File: config.mk
export PLATFORM = sky130hd
export DESIGN_NAME = preemptive_priority_scheduler_unit
export DESIGN_NICKNAME = d
export VERILOG_FILES = /design/src/pps_pkg.sv /design/src/preemptive_priority_scheduler_unit.sv /design/src/pps_front.sv /design/src/pps_cmd_fifo.sv /design/src/pps_engine.sv
export SDC_FILE = /design/constraint.sdc
export NUM_CORES = 1
export LEC_CHECK = 0
export ABC_AREA = 1
export BUFFER_PORTS_ARGS = -buffer_cell sky130_fd_sc_hd__buf_4
export CELL_PAD_IN_SITES_DETAIL_PLACEMENT = 0
export CELL_PAD_IN_SITES_GLOBAL_PLACEMENT = 1
export CORE_MARGIN = 4
export CORE_UTILIZATION = 33
export CTS_BUF_LIST = sky130_fd_sc_hd__clkbuf_4
export CTS_CLUSTER_DIAMETER = 200
export DETAILED_ROUTE_END_ITERATION = 8
export GPL_TIMING_DRIVEN = 0
export PLACE_DENSITY = 0.63
export SYNTH_ARGS = -nofsm -noshare
export SYNTH_HDL_FRONTEND = slang
export SYNTH_HIERARCHICAL = 1
export SYNTH_SLANG_ARGS = --single-unit
File: constraint.sdc
create_clock -name clk -period 9.5 [get_ports clk]
set_input_delay 0.95 -clock clk [delete_from_list [all_inputs] [get_ports clk]]
set_output_delay 0.95 -clock clk [all_outputs]
set_load 0.02 [all_outputs]
File: src/pps_pkg.sv
// Shared constants, types and field layout for the preemptive priority scheduler.
// No dependencies; imported by every module of the block.
`default_nettype none

package pps_pkg;

	// Sizing
	localparam int QUEUE_DEPTH = 16;
	localparam int PID_BITS    = 8;
	localparam int LEVELS      = 5;

	localparam int PID_W  = PID_BITS;
	localparam int LVL_W  = (LEVELS > 1) ? $clog2(LEVELS) : 1;
	localparam int PTR_W  = $clog2(QUEUE_DEPTH);
	localparam int CNT_W  = $clog2(QUEUE_DEPTH + 1);
	localparam int ADDR_W = $clog2(LEVELS * QUEUE_DEPTH);

	// Command queue between front and back
	localparam int CQ_DEPTH = 2;
	localparam int CQ_PTR_W = $clog2(CQ_DEPTH);
	localparam int CQ_CNT_W = $clog2(CQ_DEPTH + 1);

	// Port field layout
	localparam int PRIO_PORT_W = 3;
	localparam int PID_PORT_W  = 8;
	localparam int S_TDATA_W   = 16;
	localparam int M_TDATA_W   = 16;

	// Input tdata: priority_req [2:0], pid [10:3]
	localparam int S_PRIO_LSB = 0;
	localparam int S_PID_LSB  = S_PRIO_LSB + PRIO_PORT_W;

	// Command kinds carried on s_axis_tuser
	localparam logic MODE_ADMIT   = 1'b0;
	localparam logic MODE_RELEASE = 1'b1;

	typedef enum logic [1:0] {
		STAT_OK       = 2'd0,
		STAT_FULL     = 2'd1,
		STAT_IDLE_REL = 2'd2
	} status_t;

	// Classified command handed from front to back
	typedef struct packed {
		logic             release_cpu;
		logic [LVL_W-1:0] level;
		logic [PID_W-1:0] pid;
	} cmd_t;

	// One result beat
	typedef struct packed {
		status_t                status;
		logic [PRIO_PORT_W-1:0] running_priority;
		logic [PID_PORT_W-1:0]  running_pid;
		logic                   cpu_busy;
	} res_t;

endpackage

`default_nettype wire

File: src/preemptive_priority_scheduler_unit.sv
// Top level of the preemptive priority scheduler: front end, command queue, engine.
// Depends on pps_pkg, pps_front, pps_cmd_fifo and pps_engine.
//
//  Channel  | Dir | Beat contents
//  ---------+-----+------------------------------------------------------------
//  s_axis   | in  | tuser: mode; tdata: priority_req, pid
//  m_axis   | out | tdata: cpu_busy, running_pid, running_priority, status
//
//  Admit is decided directly in the idle state; release with a queued process also
//  passes the fetch state, set by the registered read of the ready-queue memory.
//  A beat is registered in the front stage before the command queue.
//  Reset clears runner state and all queue pointers at once; no clearing pass.
//  A stalled m_axis holds the engine; the front keeps taking beats until the
//  two-entry command queue and the front stage are full.
`default_nettype none

module preemptive_priority_scheduler_unit (
	input  logic                          clk,
	input  logic                          arst_n,
	input  logic                          s_axis_tvalid,
	output logic                          s_axis_tready,
	// [2:0] priority_req, [10:3] pid, [15:11] zero
	input  logic [pps_pkg::S_TDATA_W-1:0] s_axis_tdata,
	// [0] mode
	input  logic [0:0]                    s_axis_tuser,
	output logic                          m_axis_tvalid,
	input  logic                          m_axis_tready,
	// [0] cpu_busy, [8:1] running_pid, [11:9] running_priority, [13:12] status,
	// [15:14] zero
	output logic [pps_pkg::M_TDATA_W-1:0] m_axis_tdata
);
	import pps_pkg::*;

	logic fe_valid, fe_ready;
	cmd_t fe_cmd;
	logic q_valid, q_ready;
	cmd_t q_cmd;
	res_t res;

	pps_front u_front (
		.clk           (clk),
		.arst_n        (arst_n),
		.s_axis_tvalid (s_axis_tvalid),
		.s_axis_tready (s_axis_tready),
		.s_axis_tdata  (s_axis_tdata),
		.s_axis_tuser  (s_axis_tuser),
		.cmd_valid     (fe_valid),
		.cmd_ready     (fe_ready),
		.cmd           (fe_cmd)
	);

	pps_cmd_fifo u_cmd_fifo (
		.clk       (clk),
		.arst_n    (arst_n),
		.in_valid  (fe_valid),
		.in_ready  (fe_ready),
		.in_cmd    (fe_cmd),
		.out_valid (q_valid),
		.out_ready (q_ready),
		.out_cmd   (q_cmd)
	);

	pps_engine u_engine (
		.clk       (clk),
		.arst_n    (arst_n),
		.cmd_valid (q_valid),
		.cmd_ready (q_ready),
		.cmd       (q_cmd),
		.res_valid (m_axis_tvalid),
		.res_ready (m_axis_tready),
		.res       (res)
	);

	// Result beat packing
	assign m_axis_tdata = {2'b00, res};

endmodule

`default_nettype wire

File: src/pps_front.sv
// Front end: accepts input beats, decodes the command kind and saturates the priority.
// Depends on pps_pkg.
`default_nettype none

module pps_front (
	input  logic                           clk,
	input  logic                           arst_n,
	input  logic                           s_axis_tvalid,
	output logic                           s_axis_tready,
	input  logic [pps_pkg::S_TDATA_W-1:0]  s_axis_tdata,
	input  logic [0:0]                     s_axis_tuser,
	output logic                           cmd_valid,
	input  logic                           cmd_ready,
	output pps_pkg::cmd_t                  cmd
);
	import pps_pkg::*;

	logic                   v_s1;
	cmd_t                   cmd_s1;
	cmd_t                   cls;
	logic [PRIO_PORT_W-1:0] prio_in;
	logic                   take;

	// Classify: priorities above the top level saturate
	always_comb begin
		prio_in         = s_axis_tdata[S_PRIO_LSB +: PRIO_PORT_W];
		cls.release_cpu = (s_axis_tuser[0] == MODE_RELEASE);
		cls.pid         = PID_W'(s_axis_tdata[S_PID_LSB +: PID_PORT_W]);
		if (int'(prio_in) > LEVELS - 1) begin
			cls.level = LVL_W'(LEVELS - 1);
		end else begin
			cls.level = LVL_W'(prio_in);
		end
	end

	assign s_axis_tready = !v_s1 || cmd_ready;
	assign take          = s_axis_tvalid && s_axis_tready;

	// Stage register
	always_ff @(posedge clk or negedge arst_n) begin
		if (!arst_n) begin
			v_s1 <= 1'b0;
		end else if (take) begin
			v_s1 <= 1'b1;
		end else if (cmd_ready) begin
			v_s1 <= 1'b0;
		end
	end

	always_ff @(posedge clk) begin
		if (take) begin
			cmd_s1 <= cls;
		end
	end

	assign cmd_valid = v_s1;
	assign cmd       = cmd_s1;

endmodule

`default_nettype wire

File: src/pps_cmd_fifo.sv
// Short command queue decoupling the front end from the scheduling engine.
// Depends on pps_pkg.
`default_nettype none

module pps_cmd_fifo (
	input  logic          clk,
	input  logic          arst_n,
	input  logic          in_valid,
	output logic          in_ready,
	input  pps_pkg::cmd_t in_cmd,
	output logic          out_valid,
	input  logic          out_ready,
	output pps_pkg::cmd_t out_cmd
);
	import pps_pkg::*;

	cmd_t                buf_q [CQ_DEPTH];
	logic [CQ_PTR_W-1:0] wr_ptr_q;
	logic [CQ_PTR_W-1:0] rd_ptr_q;
	logic [CQ_CNT_W-1:0] cnt_q;
	logic                push;
	logic                pop;

	assign in_ready  = (cnt_q != CQ_CNT_W'(CQ_DEPTH));
	assign out_valid = (cnt_q != '0);
	assign push      = in_valid && in_ready;
	assign pop       = out_valid && out_ready;
	assign out_cmd   = buf_q[rd_ptr_q];

	// Pointers and fill count
	always_ff @(posedge clk or negedge arst_n) begin
		if (!arst_n) begin
			wr_ptr_q <= '0;
			rd_ptr_q <= '0;
			cnt_q    <= '0;
		end else begin
			if (push) begin
				wr_ptr_q <= (wr_ptr_q == CQ_PTR_W'(CQ_DEPTH - 1)) ? '0 : wr_ptr_q + 1'b1;
			end
			if (pop) begin
				rd_ptr_q <= (rd_ptr_q == CQ_PTR_W'(CQ_DEPTH - 1)) ? '0 : rd_ptr_q + 1'b1;
			end
			if (push && !pop) begin
				cnt_q <= cnt_q + 1'b1;
			end else if (pop && !push) begin
				cnt_q <= cnt_q - 1'b1;
			end
		end
	end

	// Entry storage
	always_ff @(posedge clk) begin
		if (push) begin
			buf_q[wr_ptr_q] <= in_cmd;
		end
	end

endmodule

`default_nettype wire

File: src/pps_engine.sv
// Back end: runner state, per-level ready queues in one memory, result register.
// Depends on pps_pkg.
`default_nettype none

module pps_engine (
	input  logic                clk,
	input  logic                arst_n,
	input  logic                cmd_valid,
	output logic                cmd_ready,
	input  pps_pkg::cmd_t       cmd,
	output logic                res_valid,
	input  logic                res_ready,
	output pps_pkg::res_t       res
);
	import pps_pkg::*;

	typedef enum logic {
		S_IDLE,
		S_FETCH
	} state_t;

	state_t             state_q, state_d;
	logic               run_valid_q, run_valid_d;
	logic [PID_W-1:0]   run_pid_q, run_pid_d;
	logic [LVL_W-1:0]   run_lvl_q, run_lvl_d;
	logic [PTR_W-1:0]   head_q [LEVELS];
	logic [PTR_W-1:0]   head_d [LEVELS];
	logic [PTR_W-1:0]   tail_q [LEVELS];
	logic [PTR_W-1:0]   tail_d [LEVELS];
	logic [CNT_W-1:0]   cnt_q  [LEVELS];
	logic [CNT_W-1:0]   cnt_d  [LEVELS];
	logic               out_valid_q, out_valid_d;
	res_t               out_res_q, out_res_d;

	logic [PID_W-1:0]   mem_q [LEVELS * QUEUE_DEPTH];
	logic [PID_W-1:0]   rd_data_q;
	logic               wr_en, rd_en;
	logic [ADDR_W-1:0]  wr_addr, rd_addr;
	logic [PID_W-1:0]   wr_pid;

	logic               out_free;
	logic               any_ready;
	logic [LVL_W-1:0]   hi_lvl;
	logic               enq_req;
	logic [LVL_W-1:0]   enq_lvl;
	logic [PID_W-1:0]   enq_pid;
	logic               emit;
	status_t            stat;

	function automatic logic [ADDR_W-1:0] slot_addr(input logic [LVL_W-1:0] lvl,
	                                                input logic [PTR_W-1:0] ptr);
		slot_addr = ADDR_W'(lvl) * ADDR_W'(QUEUE_DEPTH) + ADDR_W'(ptr);
	endfunction

	function automatic logic [PTR_W-1:0] ptr_inc(input logic [PTR_W-1:0] ptr);
		ptr_inc = (ptr == PTR_W'(QUEUE_DEPTH - 1)) ? '0 : ptr + 1'b1;
	endfunction

	assign out_free  = !out_valid_q || res_ready;
	assign res_valid = out_valid_q;
	assign res       = out_res_q;

	// Highest non-empty level
	always_comb begin
		any_ready = 1'b0;
		hi_lvl    = '0;
		for (int l = 0; l < LEVELS; l++) begin
			if (cnt_q[l] != '0) begin
				any_ready = 1'b1;
				hi_lvl    = LVL_W'(l);
			end
		end
	end

	// Command decision
	always_comb begin
		state_d     = state_q;
		run_valid_d = run_valid_q;
		run_pid_d   = run_pid_q;
		run_lvl_d   = run_lvl_q;
		head_d      = head_q;
		tail_d      = tail_q;
		cnt_d       = cnt_q;
		out_valid_d = out_valid_q && !res_ready;
		out_res_d   = out_res_q;
		cmd_ready   = 1'b0;
		wr_en       = 1'b0;
		wr_addr     = '0;
		wr_pid      = '0;
		rd_en       = 1'b0;
		rd_addr     = '0;
		enq_req     = 1'b0;
		enq_lvl     = '0;
		enq_pid     = '0;
		emit        = 1'b0;
		stat        = STAT_OK;

		unique case (state_q)
			S_IDLE: begin
				cmd_ready = out_free;
				if (cmd_valid && out_free) begin
					emit = 1'b1;
					if (!cmd.release_cpu) begin
						if (!run_valid_q) begin
							run_valid_d = 1'b1;
							run_pid_d   = cmd.pid;
							run_lvl_d   = cmd.level;
						end else if (cmd.level > run_lvl_q) begin
							// preempt: old runner back to its queue tail
							enq_req   = 1'b1;
							enq_lvl   = run_lvl_q;
							enq_pid   = run_pid_q;
							run_pid_d = cmd.pid;
							run_lvl_d = cmd.level;
						end else begin
							enq_req = 1'b1;
							enq_lvl = cmd.level;
							enq_pid = cmd.pid;
						end
					end else if (!run_valid_q) begin
						stat = STAT_IDLE_REL;
					end else if (any_ready) begin
						// dispatch head of top queue; pid arrives next cycle
						rd_en           = 1'b1;
						rd_addr         = slot_addr(hi_lvl, head_q[hi_lvl]);
						head_d[hi_lvl]  = ptr_inc(head_q[hi_lvl]);
						cnt_d[hi_lvl]   = cnt_q[hi_lvl] - 1'b1;
						run_lvl_d       = hi_lvl;
						state_d         = S_FETCH;
						emit            = 1'b0;
					end else begin
						run_valid_d = 1'b0;
						run_pid_d   = '0;
						run_lvl_d   = '0;
					end

					// tail append, or drop when full
					if (enq_req) begin
						if (cnt_q[enq_lvl] == CNT_W'(QUEUE_DEPTH)) begin
							stat = STAT_FULL;
						end else begin
							wr_en           = 1'b1;
							wr_addr         = slot_addr(enq_lvl, tail_q[enq_lvl]);
							wr_pid          = enq_pid;
							tail_d[enq_lvl] = ptr_inc(tail_q[enq_lvl]);
							cnt_d[enq_lvl]  = cnt_q[enq_lvl] + 1'b1;
						end
					end

					if (emit) begin
						out_valid_d                  = 1'b1;
						out_res_d.cpu_busy           = run_valid_d;
						out_res_d.running_pid        = run_valid_d ? PID_PORT_W'(run_pid_d) : '0;
						out_res_d.running_priority   =
							run_valid_d ? PRIO_PORT_W'(run_lvl_d) : '0;
						out_res_d.status             = stat;
					end
				end
			end
			S_FETCH: begin
				if (out_free) begin
					run_valid_d                = 1'b1;
					run_pid_d                  = rd_data_q;
					out_valid_d                = 1'b1;
					out_res_d.cpu_busy         = 1'b1;
					out_res_d.running_pid      = PID_PORT_W'(rd_data_q);
					out_res_d.running_priority = PRIO_PORT_W'(run_lvl_q);
					out_res_d.status           = STAT_OK;
					state_d                    = S_IDLE;
				end
			end
			default: state_d = S_IDLE;
		endcase
	end

	// State, queue pointers and result register
	always_ff @(posedge clk or negedge arst_n) begin
		if (!arst_n) begin
			state_q     <= S_IDLE;
			run_valid_q <= 1'b0;
			run_pid_q   <= '0;
			run_lvl_q   <= '0;
			out_valid_q <= 1'b0;
			for (int l = 0; l < LEVELS; l++) begin
				head_q[l] <= '0;
				tail_q[l] <= '0;
				cnt_q[l]  <= '0;
			end
		end else begin
			state_q     <= state_d;
			run_valid_q <= run_valid_d;
			run_pid_q   <= run_pid_d;
			run_lvl_q   <= run_lvl_d;
			out_valid_q <= out_valid_d;
			head_q      <= head_d;
			tail_q      <= tail_d;
			cnt_q       <= cnt_d;
		end
	end

	always_ff @(posedge clk) begin
		out_res_q <= out_res_d;
	end

	// Ready-queue memory: one write, one registered read
	always_ff @(posedge clk) begin
		if (wr_en) begin
			mem_q[wr_addr] <= wr_pid;
		end
		if (rd_en) begin
			rd_data_q <= mem_q[rd_addr];
		end
	end

endmodule

`default_nettype wire

==> flow_results.org, run 1 <==
** Critical path
- Master of the slowest instance on the critical path :: sky130_fd_sc_hd__nor2_1
- Traced cell by cell, the critical path runs through inv_2 > buf_6 > nand2_1 > nand2_1 > ha_1 > a21oi_1 > nand2_2 > nand2_2 > o21ai_1 > nor2_4 > inv_2 > nand2_2 > o22ai_1 > nor2_1 > inv_1 > ha_1 > inv_1 > nor2_1 > nand3_1 > nand3_1 > buf_2 > inv_1 > nand4_1 > nor2_1.
- Worst Reg2Reg Path Length in Cells :: 24
- WP data required :: 10.13 ns
- Signal arrival time at the worst endpoint :: 7.87 ns
- Startpoint of the worst register-to-register path :: u_cmd_fifo/rd_ptr_q$_DFFE_PN0P_
- Crit end category :: register
- For this run, the slowest stage of the critical path takes 1.27 ns.
- Critical setup path kind :: reg2reg
- The setup check on the worst reg-to-reg path leaves a slack of 2.26 ns.
- The most critical setup path has its startpoint at u_cmd_fifo/rd_ptr_q$_DFFE_PN0P_.
- Of all nets on the critical path, the largest fanout is 10.
- Endpoint of the most critical register-to-register path :: u_engine/mem_q[8][1]$_DFFE_PP_
- STA classifies the critical path startpoint as a register.

** Place
- Routability-driven placement finished with a final weighted congestion of 0.892.
- DP Area :: 38,300 sq um
- Dpl ws :: 2.40 ns
- # port buffers :: 31
- HPWL Detailed :: 86.0 mm

** Synth
- After synthesis, the share of flip-flops with an asynchronous set or reset is 10.7%.
- sky130_fd_sc_hd__edfxtp_1 is the most common cell in the netlist.
- Summing the areas of all compound-gate instances in the mapped netlist gives 4.58% of the synthesized area.
- Summing the areas of all xor and xnor instances in the mapped netlist gives 0.144% of the synthesized area.
- The synthesized netlist devotes 0.316% of its cell area to adder and majority cells.
- Combinational family with the most area after synthesis :: simple AND/OR/NAND/NOR gates
- Fraction of synthesized cell area taken by the top area cell type :: 58.9%
- Mapped Cells :: 3,485
- Share of cell area taken by muxes after synthesis :: 0.0281%
- Most area-consuming cells after synthesis :: sky130_fd_sc_hd__edfxtp_1, sky130_fd_sc_hd__nand3_1, sky130_fd_sc_hd__nand2_1, sky130_fd_sc_hd__dfrtp_1, sky130_fd_sc_hd__inv_1
- EDFF count, synth :: 698
- After synthesis, the most frequently instantiated cells are sky130_fd_sc_hd__edfxtp_1, sky130_fd_sc_hd__nand2_1, sky130_fd_sc_hd__nand3_1, sky130_fd_sc_hd__inv_1, sky130_fd_sc_hd__nor2_1.
- Of the synthesized area, sequential elements account for 64.8%.
- Warnings, synthesis :: 6
- Average cell area after synthesis :: 10.2 sq um
- Post-synthesis cell type count :: 47
- Synthesis inferred 782 register bits.
- Summing every instance area after synthesis gives 35,600 sq um.
- Summing the areas of all and, or, nand and nor instances in the mapped netlist gives 22.9% of the synthesized area.
- Among all flip-flop cells after synthesis, the most frequent one is sky130_fd_sc_hd__edfxtp_1.
- Top cell type by total area after synthesis :: sky130_fd_sc_hd__edfxtp_1

** Pwr
- Sequential cells account for 32.7% of the total power.
- Net switching is 47.0% of the power.
- IR analysis of the VDD net gives a maximum drop of 0.172 mV.
- The analysis attributes to net switching a power of 7.17 mW.
- In this run, the combinational gates consume 48.5% of the power.
- Clock network fraction of design power :: 18.9%
- Static leakage :: 16.4 nW
- Design internal power :: 8.10 mW
- P per Cell Area :: 373 nW/um^2

** STA
- The number of max-slew violations in the final report came to 0.
- The number of hold-slack violations in the final timing report came to 0.
- Final min period :: 7.24 ns
- Max-slew headroom at the worst pin :: 5.88%
- Setup violations remaining at the end of the flow were counted as 0.
- Achievable Freq :: 138 MHz
- Setup repair after global routing left no endpoint under its margin.
- Final hold analysis gives a worst-case slack of 0.132 ns.
- Worst-Margin Slew :: 1.41 ns
- Of the available clock period, the critical path in the final layout requires 76.2%.
- The clock arrives with 0.104 ns of skew.
- Slack of the critical path :: 2.26 ns

** Floorplan
- IO Pins :: 39
- After floorplanning, the core was divided into 120 placement rows.
- Core Box Area :: 107,000 sq um
- In this run the horizontal extent of the chip is 337 um.
- The floorplan step defined a die boundary enclosing 113,000 sq um.
- Chip Height :: 337 um
- Initial standard-cell utilization of the core :: 33.3%

** Drt
- Count of vias placed by the detailed router :: 26,900
- For this block, the initial DRC count from the detailed router was 2,769.
- WL/cell :: 22.6 um
- The routed design has 120 mm of wire.
- Dividing the detail-routed via count by the number of cells gives 5.07.
- The first detailed-routing pass took 7 iterations.
- Once detail routing completed, the nets flagged for antenna violations numbered 0.
- Drt drc :: 0

** Clock tree
- TritonCTS clock tree :: done
- Insertion delay to the later sink of the worst-skew pair :: 1.08 ns
- Post-CTS timing repair inserted 0 buffers for setup.
- Clock tree synthesis inserted a total of 201 buffers.
- CTS resizes :: 0
- CTS saw 782 sinks.
- In this run the clock root is driven by a sky130_fd_sc_hd__clkbuf_4.
- Clock-pin slew was measured on the worst setup and hold paths at 0.06 ns.
- Bufs on Longest Clock Path :: 3
- The H-tree was split into 4 levels.

** Job
- Maximum Capacitance Violations :: 0

** Finish
- Final nets :: 3,794
- Layout Cell Area excl Fill :: 40,900 sq um
- Proportion of layout cells with a drive suffix above 1 :: 13.6%
- Syn-to-layout area delta :: 15.0%

** Global routing
- Maximum number of pins on one net before global-route repair :: 85
- Vias in the first global route :: 25,700
- The first global-routing pass estimated 173 mm of wire.
- Global routing finished with a remaining overflow of 0.
- Global routing consumed, over all layers together, 21.1% of the routing resources.
- The number of antenna violations at the first check in global routing was 2.

** Status
- Status :: complete, no violations

** Worst hold path
- Kind of path behind the tightest hold check :: in2async
## worst max-delay path: cells and delay by family, from the launching register on
family,cells,cell delay (ns)
buffers and inverters,7,1.01
adders and majority gates,2,0.58
AOI/OAI and AO/OA,3,0.55
and+or+nand+nor,12,4.28
DFF,1,0.43
## layout make-up
cell class	count	area, sq um
antenna	4	10.0
buffer	179	781
clock buffer	275	2060
clock inverter	68	458
fill	10700	66100
inverter	484	1820
multi-input combinational	2041	10100
sequential	782	23100
tap	1403	1760
timing repair buffer	75	938
## power by group through the flow
stage	clock (mW)	sequential (mW)	combinational, mW
6_report	2.88	4.99	7.40
5_1_grt	3.16	5.02	7.95
4_1_cts	2.98	4.99	7.34
3_5_place_dp	0	5.06	7.32
3_3_place_gp	0	5.32	6.75
2_1_floorplan	0	5.14	3.86
## worst max path at each step
stage	end	slack [ns]
6_report	u_engine/mem_q[8][1]$_DFFE_PP_	2.26
5_1_grt	u_engine/mem_q[8][7]$_DFFE_PP_	2.00
3_5_place_dp	u_engine/mem_q[9][1]$_DFFE_PP_	2.40
2_1_floorplan	u_engine/mem_q[0][7]$_DFFE_PP_	2.33
4_1_cts	u_engine/mem_q[9][0]$_DFFE_PP_	2.39
3_3_place_gp	u_engine/mem_q[11][1]$_DFFE_PP_	-6.53
## state kept, by name (all words and copies together) (netlist names), 2 cells and up
register            flops
u_engine/rd_data_q      8
u_engine/run_lvl_q      3
u_engine/tail_q        20
u_engine/mem_q        640
u_cmd_fifo/buf_q       24
u_engine/res           14
u_engine/run_pid_q      8
u_cmd_fifo/cnt_q        2
u_engine/head_q        20
u_engine/cnt_q         25
u_front/cmd            12
## placed cells by master (no fill, tap or decap), types with 9 or more instances in the layout
cell                              n
sky130_fd_sc_hd__nand3_1        649
sky130_fd_sc_hd__o31ai_1         13
sky130_fd_sc_hd__dlygate4sd3_1   10
sky130_fd_sc_hd__o22ai_1          9
sky130_fd_sc_hd__nand2_1        694
sky130_fd_sc_hd__o21ai_0        115
sky130_fd_sc_hd__o221ai_1        20
sky130_fd_sc_hd__nor2_1         197
sky130_fd_sc_hd__nor3_1          11
sky130_fd_sc_hd__inv_1          464
sky130_fd_sc_hd__buf_1           24
sky130_fd_sc_hd__nand4_1         15
sky130_fd_sc_hd__dfrtp_1         84
sky130_fd_sc_hd__ha_1             9
sky130_fd_sc_hd__buf_4           36
sky130_fd_sc_hd__nand2_2         10
sky130_fd_sc_hd__nand3b_1       121
sky130_fd_sc_hd__o211ai_1        42
sky130_fd_sc_hd__a31oi_1         10
sky130_fd_sc_hd__buf_2           66
sky130_fd_sc_hd__or2_2           39
sky130_fd_sc_hd__clkinv_1        45
sky130_fd_sc_hd__inv_2           19
sky130_fd_sc_hd__a21oi_1         22
sky130_fd_sc_hd__clkbuf_4       275
sky130_fd_sc_hd__edfxtp_1       698
sky130_fd_sc_hd__clkbuf_1        83
sky130_fd_sc_hd__o21ai_1         17
sky130_fd_sc_hd__buf_8           24
sky130_fd_sc_hd__clkinv_2        11
## kinds of logic after synthesis
logic type,count (synthesis)
adder cells (fa/ha/maj),9
flip-flops,782
XOR/XNOR,5
other,1
multiplexers,1
AO/OA/AOI/OAI,269
AND/OR/NAND/NOR,1755
buffers and inverters,663
## repair_timing
action | in CTS | in global routing
endpoints found under the hold margin | 10 | 0
hold buffers | 10 | 0
endpoints found under the setup margin | 0 | 0
## through the flow
stage / TNS, ns / utilization, % / cells / power, mW
floorplan: 0 / - / 3486 / 9.00
global placement: -3236.44 / 35.1 / 4920 / 12.1
detailed placement: 0 / 35.8 / 4954 / 12.4
CTS: 0 / 38.2 / 5307 / 15.3
global route: 0 / 38.2 / 5309 / 16.1
finish: 0 / 38.2 / 5311 / 15.3
## per-layer routing
| metal | vias to the layer above | global-route usage (%) | routed length [um] |
|---|---|---|---|
| li1 | 12600 | - | - |
| met1 | 13200 | 29.0 | 52600 |
| met4 | 0 | 6.58 | 2750 |
| met5 | - | 0 | 0 |
| met3 | 183 | 3.92 | 8690 |
| met2 | 1048 | 33.9 | 56200 |
Note: power is estimated with default switching activity, not from simulation.
==> run 2, diff against run 1 <==
- PLACE_DENSITY: 0.63 -> 0.65
- clock period: 9.5 -> 6.2 ns (I/O delays scaled with it)
==> flow_results.org, run 2 (same netlist as run 1, synthesis figures left out) <==
** Status
- The flow ran to the end, and the final reports show no timing, DRC or antenna violations.

** Pwr
- Power Total :: 23.7 mW (+56%)
- Share of total power in sequential cells :: 32.2% (-0.5 points)
- The proportion of power drawn by the clock network came to 19.7% (+0.8 points).
- The maximum vdd drop is 0.288 mV (+67%).
- Design internal power :: 12.7 mW (+57%)
- The power dissipated by switching net loads is 11.0 mW (+54%).
- The combinational share of power was 48.2% (-0.3 points).
- P per Cell Area :: 568 nW/um^2 (+52%)
- Switching share of power :: 46.4% (-0.55 points)
- The leakage dissipation was 16.7 nW (+1.6%).

** Worst hold path
- The worst hold path terminates at u_front/cmd[6]$_DFFE_PP_.
- In this run the most critical hold path is launched from s_axis_tdata[9].
- Counting instances, the worst hold path has a depth of 2.
- Kind of path behind the tightest hold check :: in2reg

** Critical path
- The data arrival time at the worst-slack endpoint was 6.67 ns (-1.20 ns).
- The setup slack of the worst register-to-register path is 0.25 ns (-2.01 ns).
- The critical path's largest stage delay is 0.73 ns (-0.54 ns).
- Sum of buffers and inverters on the critical path :: 6 (-1)
- The cell family contributing the most delay on the critical path is simple AND/OR/NAND/NOR gates.
- The worst-path maximum fanout was 10 (unchanged).
- Crit end category :: register
- Worst Reg2Reg Path Length in Cells :: 24 (unchanged)
- The setup path with the least slack is of type reg2reg.
- Master of the slowest instance on the critical path :: sky130_fd_sc_hd__nor2_2
- WP data required :: 6.92 ns (-3.21 ns)
- Startpoint class of the critical path :: register
- In this run the critical register-to-register path is launched from u_cmd_fifo/rd_ptr_q$_DFFE_PN0P_.
- Endpoint of the most critical register-to-register path :: u_engine/mem_q[70][3]$_DFFE_PP_
- The critical path goes through inv_2 > buf_6 > nand2_1 > nand2_1 > ha_1 > a21oi_1 > nand2_2 > nand2_2 > o21ai_1 > nor2_4 > inv_2 > nand2_2 > o22ai_1 > nor2_2 > inv_1 > ha_1 > inv_1 > nor2_1 > nand3_1 > buf_4 > nand2_1 > nor2_1 > nand3_1 > nor2_2.

** STA
- Worst Skew :: 0.119 ns (+0.0146 ns)
- Max-slew violation count :: 0 (unchanged)
- The slew at the pin closest to its max-slew limit is 1.34 ns (-0.0659 ns).
- Achievable Freq :: 168 MHz (+22%)
- Max-slew headroom at the worst pin :: 10.5% (+4.7 points)
- Setup violation total in the final timing report :: 0 (unchanged)
- The number of hold-slack violations in the final timing report is 0 (unchanged).
- The clock period minus final worst setup slack is 5.95 ns (-1.29 ns).
- RSZ-0062 raised after global routing :: true
- Post-route fraction of the period consumed by the critical path :: 95.9% (+20 points)

** Global routing
- Antenna violations before repair :: 8 (+6)
- Maximum number of pins on one net before global-route repair :: 85 (unchanged)
- All-Layer GR Usage :: 20.9% (-0.12 points)
- The wire length of the first global-routing pass came to 173 mm (about the same).
- The remaining global-route overflow is 0 (unchanged).
- The number of global-route vias before repair is 25,800 (+0.22%).

** Place
- # port buffers :: 31 (unchanged)
- The detailed-placement wirelength estimate was 85.3 mm (-0.78%).
- The final weighted congestion in routability-driven placement came to 0.897 (+0.50%).

** Finish
- Proportion of layout cells with a drive suffix above 1 :: 17.1% (+3.5 points)
- The post-route core utilization is 39.0% (+0.78 points).
- Leading cell type in the layout, fill and taps excluded :: sky130_fd_sc_hd__edfxtp_1
- The total of fill cells in the finished design is 10,600 (-1.1%).
- Number of flip-flops under the largest register name :: 640 (unchanged)
- Most flop-heavy register :: u_engine/mem_q
- In the layout the commonest cells are sky130_fd_sc_hd__edfxtp_1, sky130_fd_sc_hd__nand2_1, sky130_fd_sc_hd__nand3_1, sky130_fd_sc_hd__inv_1, sky130_fd_sc_hd__clkbuf_4.
- The largest registers in the layout are u_engine/mem_q x640, u_engine/cnt_q x25, u_cmd_fifo/buf_q x24.
- The post-layout net count is 3,813 (+0.50%).
- Syn-to-layout area delta :: 17.3%

** Floorplan
- Initial standard-cell utilization of the core :: 33.3% (unchanged)
- The core area was 107,000 sq um (unchanged).
- The I/O pin count is 39 (unchanged).
- The chip width came to 337 um (unchanged).
- The area of the die was 113,000 sq um (unchanged).
- The cell row count came to 120 (unchanged).
- The die extent in y came to 337 um (unchanged).

** Drt
- The via count was 27,200 (+1.1%).
- The post-detailed-route via-to-cell ratio was 5.09 (+0.31%).
- WL/cell :: 22.3 um (-1.5%)
- The violation count after the first detailed-routing iteration was 2,851 (+3.0%).
- Drt drc :: 0 (unchanged)
- Number of nets still failing antenna checks after routing :: 0 (unchanged)
- The total routed wirelength came to 119 mm (-0.73%).
- The number of detailed-route iterations in the first pass came to 6 (-1).

** Clock tree
- Insertion delay to the later sink of the worst-skew pair :: 1.13 ns (+0.05 ns)
- The count of clock tree sinks is 782 (unchanged).
- # H-tree levels :: 4 (unchanged)
- The register clock-pin slew on the reported worst setup and hold paths was 0.07 ns (about the same).
- The number of buffers on the longest clock path is 3 (unchanged).
- Total clock buffers created by CTS :: 208 (+3.5%)
- TritonCTS clock tree :: done
- Buffer type at the clock tree root :: sky130_fd_sc_hd__clkbuf_4

** Job
- The max-capacitance violation count is 0 (unchanged).
run 2: cell count changes in the layout (fill, tap and decap cells not counted), moves of 6 or more:
cell / previous run / this run
sky130_fd_sc_hd__clkinv_1: 45 / 28
sky130_fd_sc_hd__nor2_2: 3 / 55
sky130_fd_sc_hd__nand3_2: 3 / 10
sky130_fd_sc_hd__buf_16: 6 / 12
sky130_fd_sc_hd__nand3_1: 649 / 642
sky130_fd_sc_hd__clkbuf_4: 275 / 325
sky130_fd_sc_hd__dlygate4sd3_1: 10 / 16
sky130_fd_sc_hd__nor2_4: 4 / 33
sky130_fd_sc_hd__nor2_1: 197 / 116
run 2: routing by layer:
layer  vias to the layer above  routed length [um]  global-route usage [%]
li1                      12600                   -                       -
met1                     13300               51800                    29.1
met2                      1137               55200                    33.3
met3                       206                8930                    3.62
met4                         0                3430                    7.21
met5                         -                   0                       0
run 2: how the worst max path moves through the flow:
stage | start | endpoint | slack [ns] | cells after the start
5_1_grt | u_cmd_fifo/rd_ptr_q$_DFFE_PN0P_ | u_engine/mem_q[77][7]$_DFFE_PP_ | -0.12 | 24
3_3_place_gp | u_cmd_fifo/rd_ptr_q$_DFFE_PN0P_ | u_engine/mem_q[76][1]$_DFFE_PP_ | -9.55 | 22
3_5_place_dp | u_cmd_fifo/rd_ptr_q$_DFFE_PN0P_ | u_engine/mem_q[41][5]$_DFFE_PP_ | -0.70 | 24
4_1_cts | u_cmd_fifo/rd_ptr_q$_DFFE_PN0P_ | u_engine/mem_q[44][6]$_DFFE_PP_ | -0.24 | 23
2_1_floorplan | u_cmd_fifo/rd_ptr_q$_DFFE_PN0P_ | u_engine/mem_q[0][7]$_DFFE_PP_ | -0.97 | 21
6_report | u_cmd_fifo/rd_ptr_q$_DFFE_PN0P_ | u_engine/mem_q[70][3]$_DFFE_PP_ | 0.25 | 24
run 2: metrics by stage:
step	area, sq um	setup TNS, ns	hold WS, ns	std cells	setup WS, ns
6_report	41800	0	0.278	5355	0.252
5_1_grt	41800	-9.49	0.151	5354	-0.117
4_1_cts	41500	-18.67	0.110	5348	-0.245
3_5_place_dp	38400	-104.04	0.449	4954	-0.702
3_3_place_gp	37600	-5061.05	0.439	4920	-9.55
2_1_floorplan	35600	-465.34	0.324	3486	-0.970
run 2: what timing repair did:
action	in CTS	in global routing
setup buffers	4	2
hold buffers	16	0
gates resized for setup	43	74
pin swaps	0	1
endpoints found under the setup margin	451	650
hold endpoints to repair	99	0
run 2: cell type report:
type / instances / area (sq um) / share of cell area [%]
clock buffers: 325 / 2440 / 5.84
plain buffers: 179 / 781 / 1.87
multi-input cells: 2041 / 10400 / 25.0
diodes: 5 / 12.5 / 0.0300
repair buffers: 87 / 1140 / 2.73
inverters: 484 / 1820 / 4.35
flip-flops and latches: 782 / 23100 / 55.2
clock inverters: 49 / 322 / 0.770
well taps: 1403 / 1760 / 4.20
run 2: worst reg2reg max path, cell delays in order (launching register included):
cell and delay, ns:
sky130_fd_sc_hd__dfrtp_1 0.44, sky130_fd_sc_hd__inv_2 0.09, sky130_fd_sc_hd__buf_6 0.15, sky130_fd_sc_hd__nand2_1 0.05, sky130_fd_sc_hd__nand2_1 0.13, sky130_fd_sc_hd__ha_1 0.37, sky130_fd_sc_hd__a21oi_1 0.17, sky130_fd_sc_hd__nand2_2 0.12
sky130_fd_sc_hd__nand2_2 0.21, sky130_fd_sc_hd__o21ai_1 0.24, sky130_fd_sc_hd__nor2_4 0.33, sky130_fd_sc_hd__inv_2 0.13, sky130_fd_sc_hd__nand2_2 0.23, sky130_fd_sc_hd__o22ai_1 0.12, sky130_fd_sc_hd__nor2_2 0.39, sky130_fd_sc_hd__inv_1 0.09
sky130_fd_sc_hd__ha_1 0.19, sky130_fd_sc_hd__inv_1 0.05, sky130_fd_sc_hd__nor2_1 0.04, sky130_fd_sc_hd__nand3_1 0.10, sky130_fd_sc_hd__buf_4 0.21, sky130_fd_sc_hd__nand2_1 0.10, sky130_fd_sc_hd__nor2_1 0.18, sky130_fd_sc_hd__nand3_1 0.70
sky130_fd_sc_hd__nor2_2 0.75
run 2: power by group through the flow:
| stage | sequential, mW | clock, mW | combinational [mW] |
|---|---|---|---|
| 2_1_floorplan | 7.88 | 0 | 5.91 |
| 3_3_place_gp | 7.77 | 0 | 9.77 |
| 3_5_place_dp | 7.74 | 0 | 11.0 |
| 4_1_cts | 7.63 | 4.82 | 11.2 |
| 5_1_grt | 7.68 | 5.10 | 12.3 |
| 6_report | 7.64 | 4.67 | 11.4 |
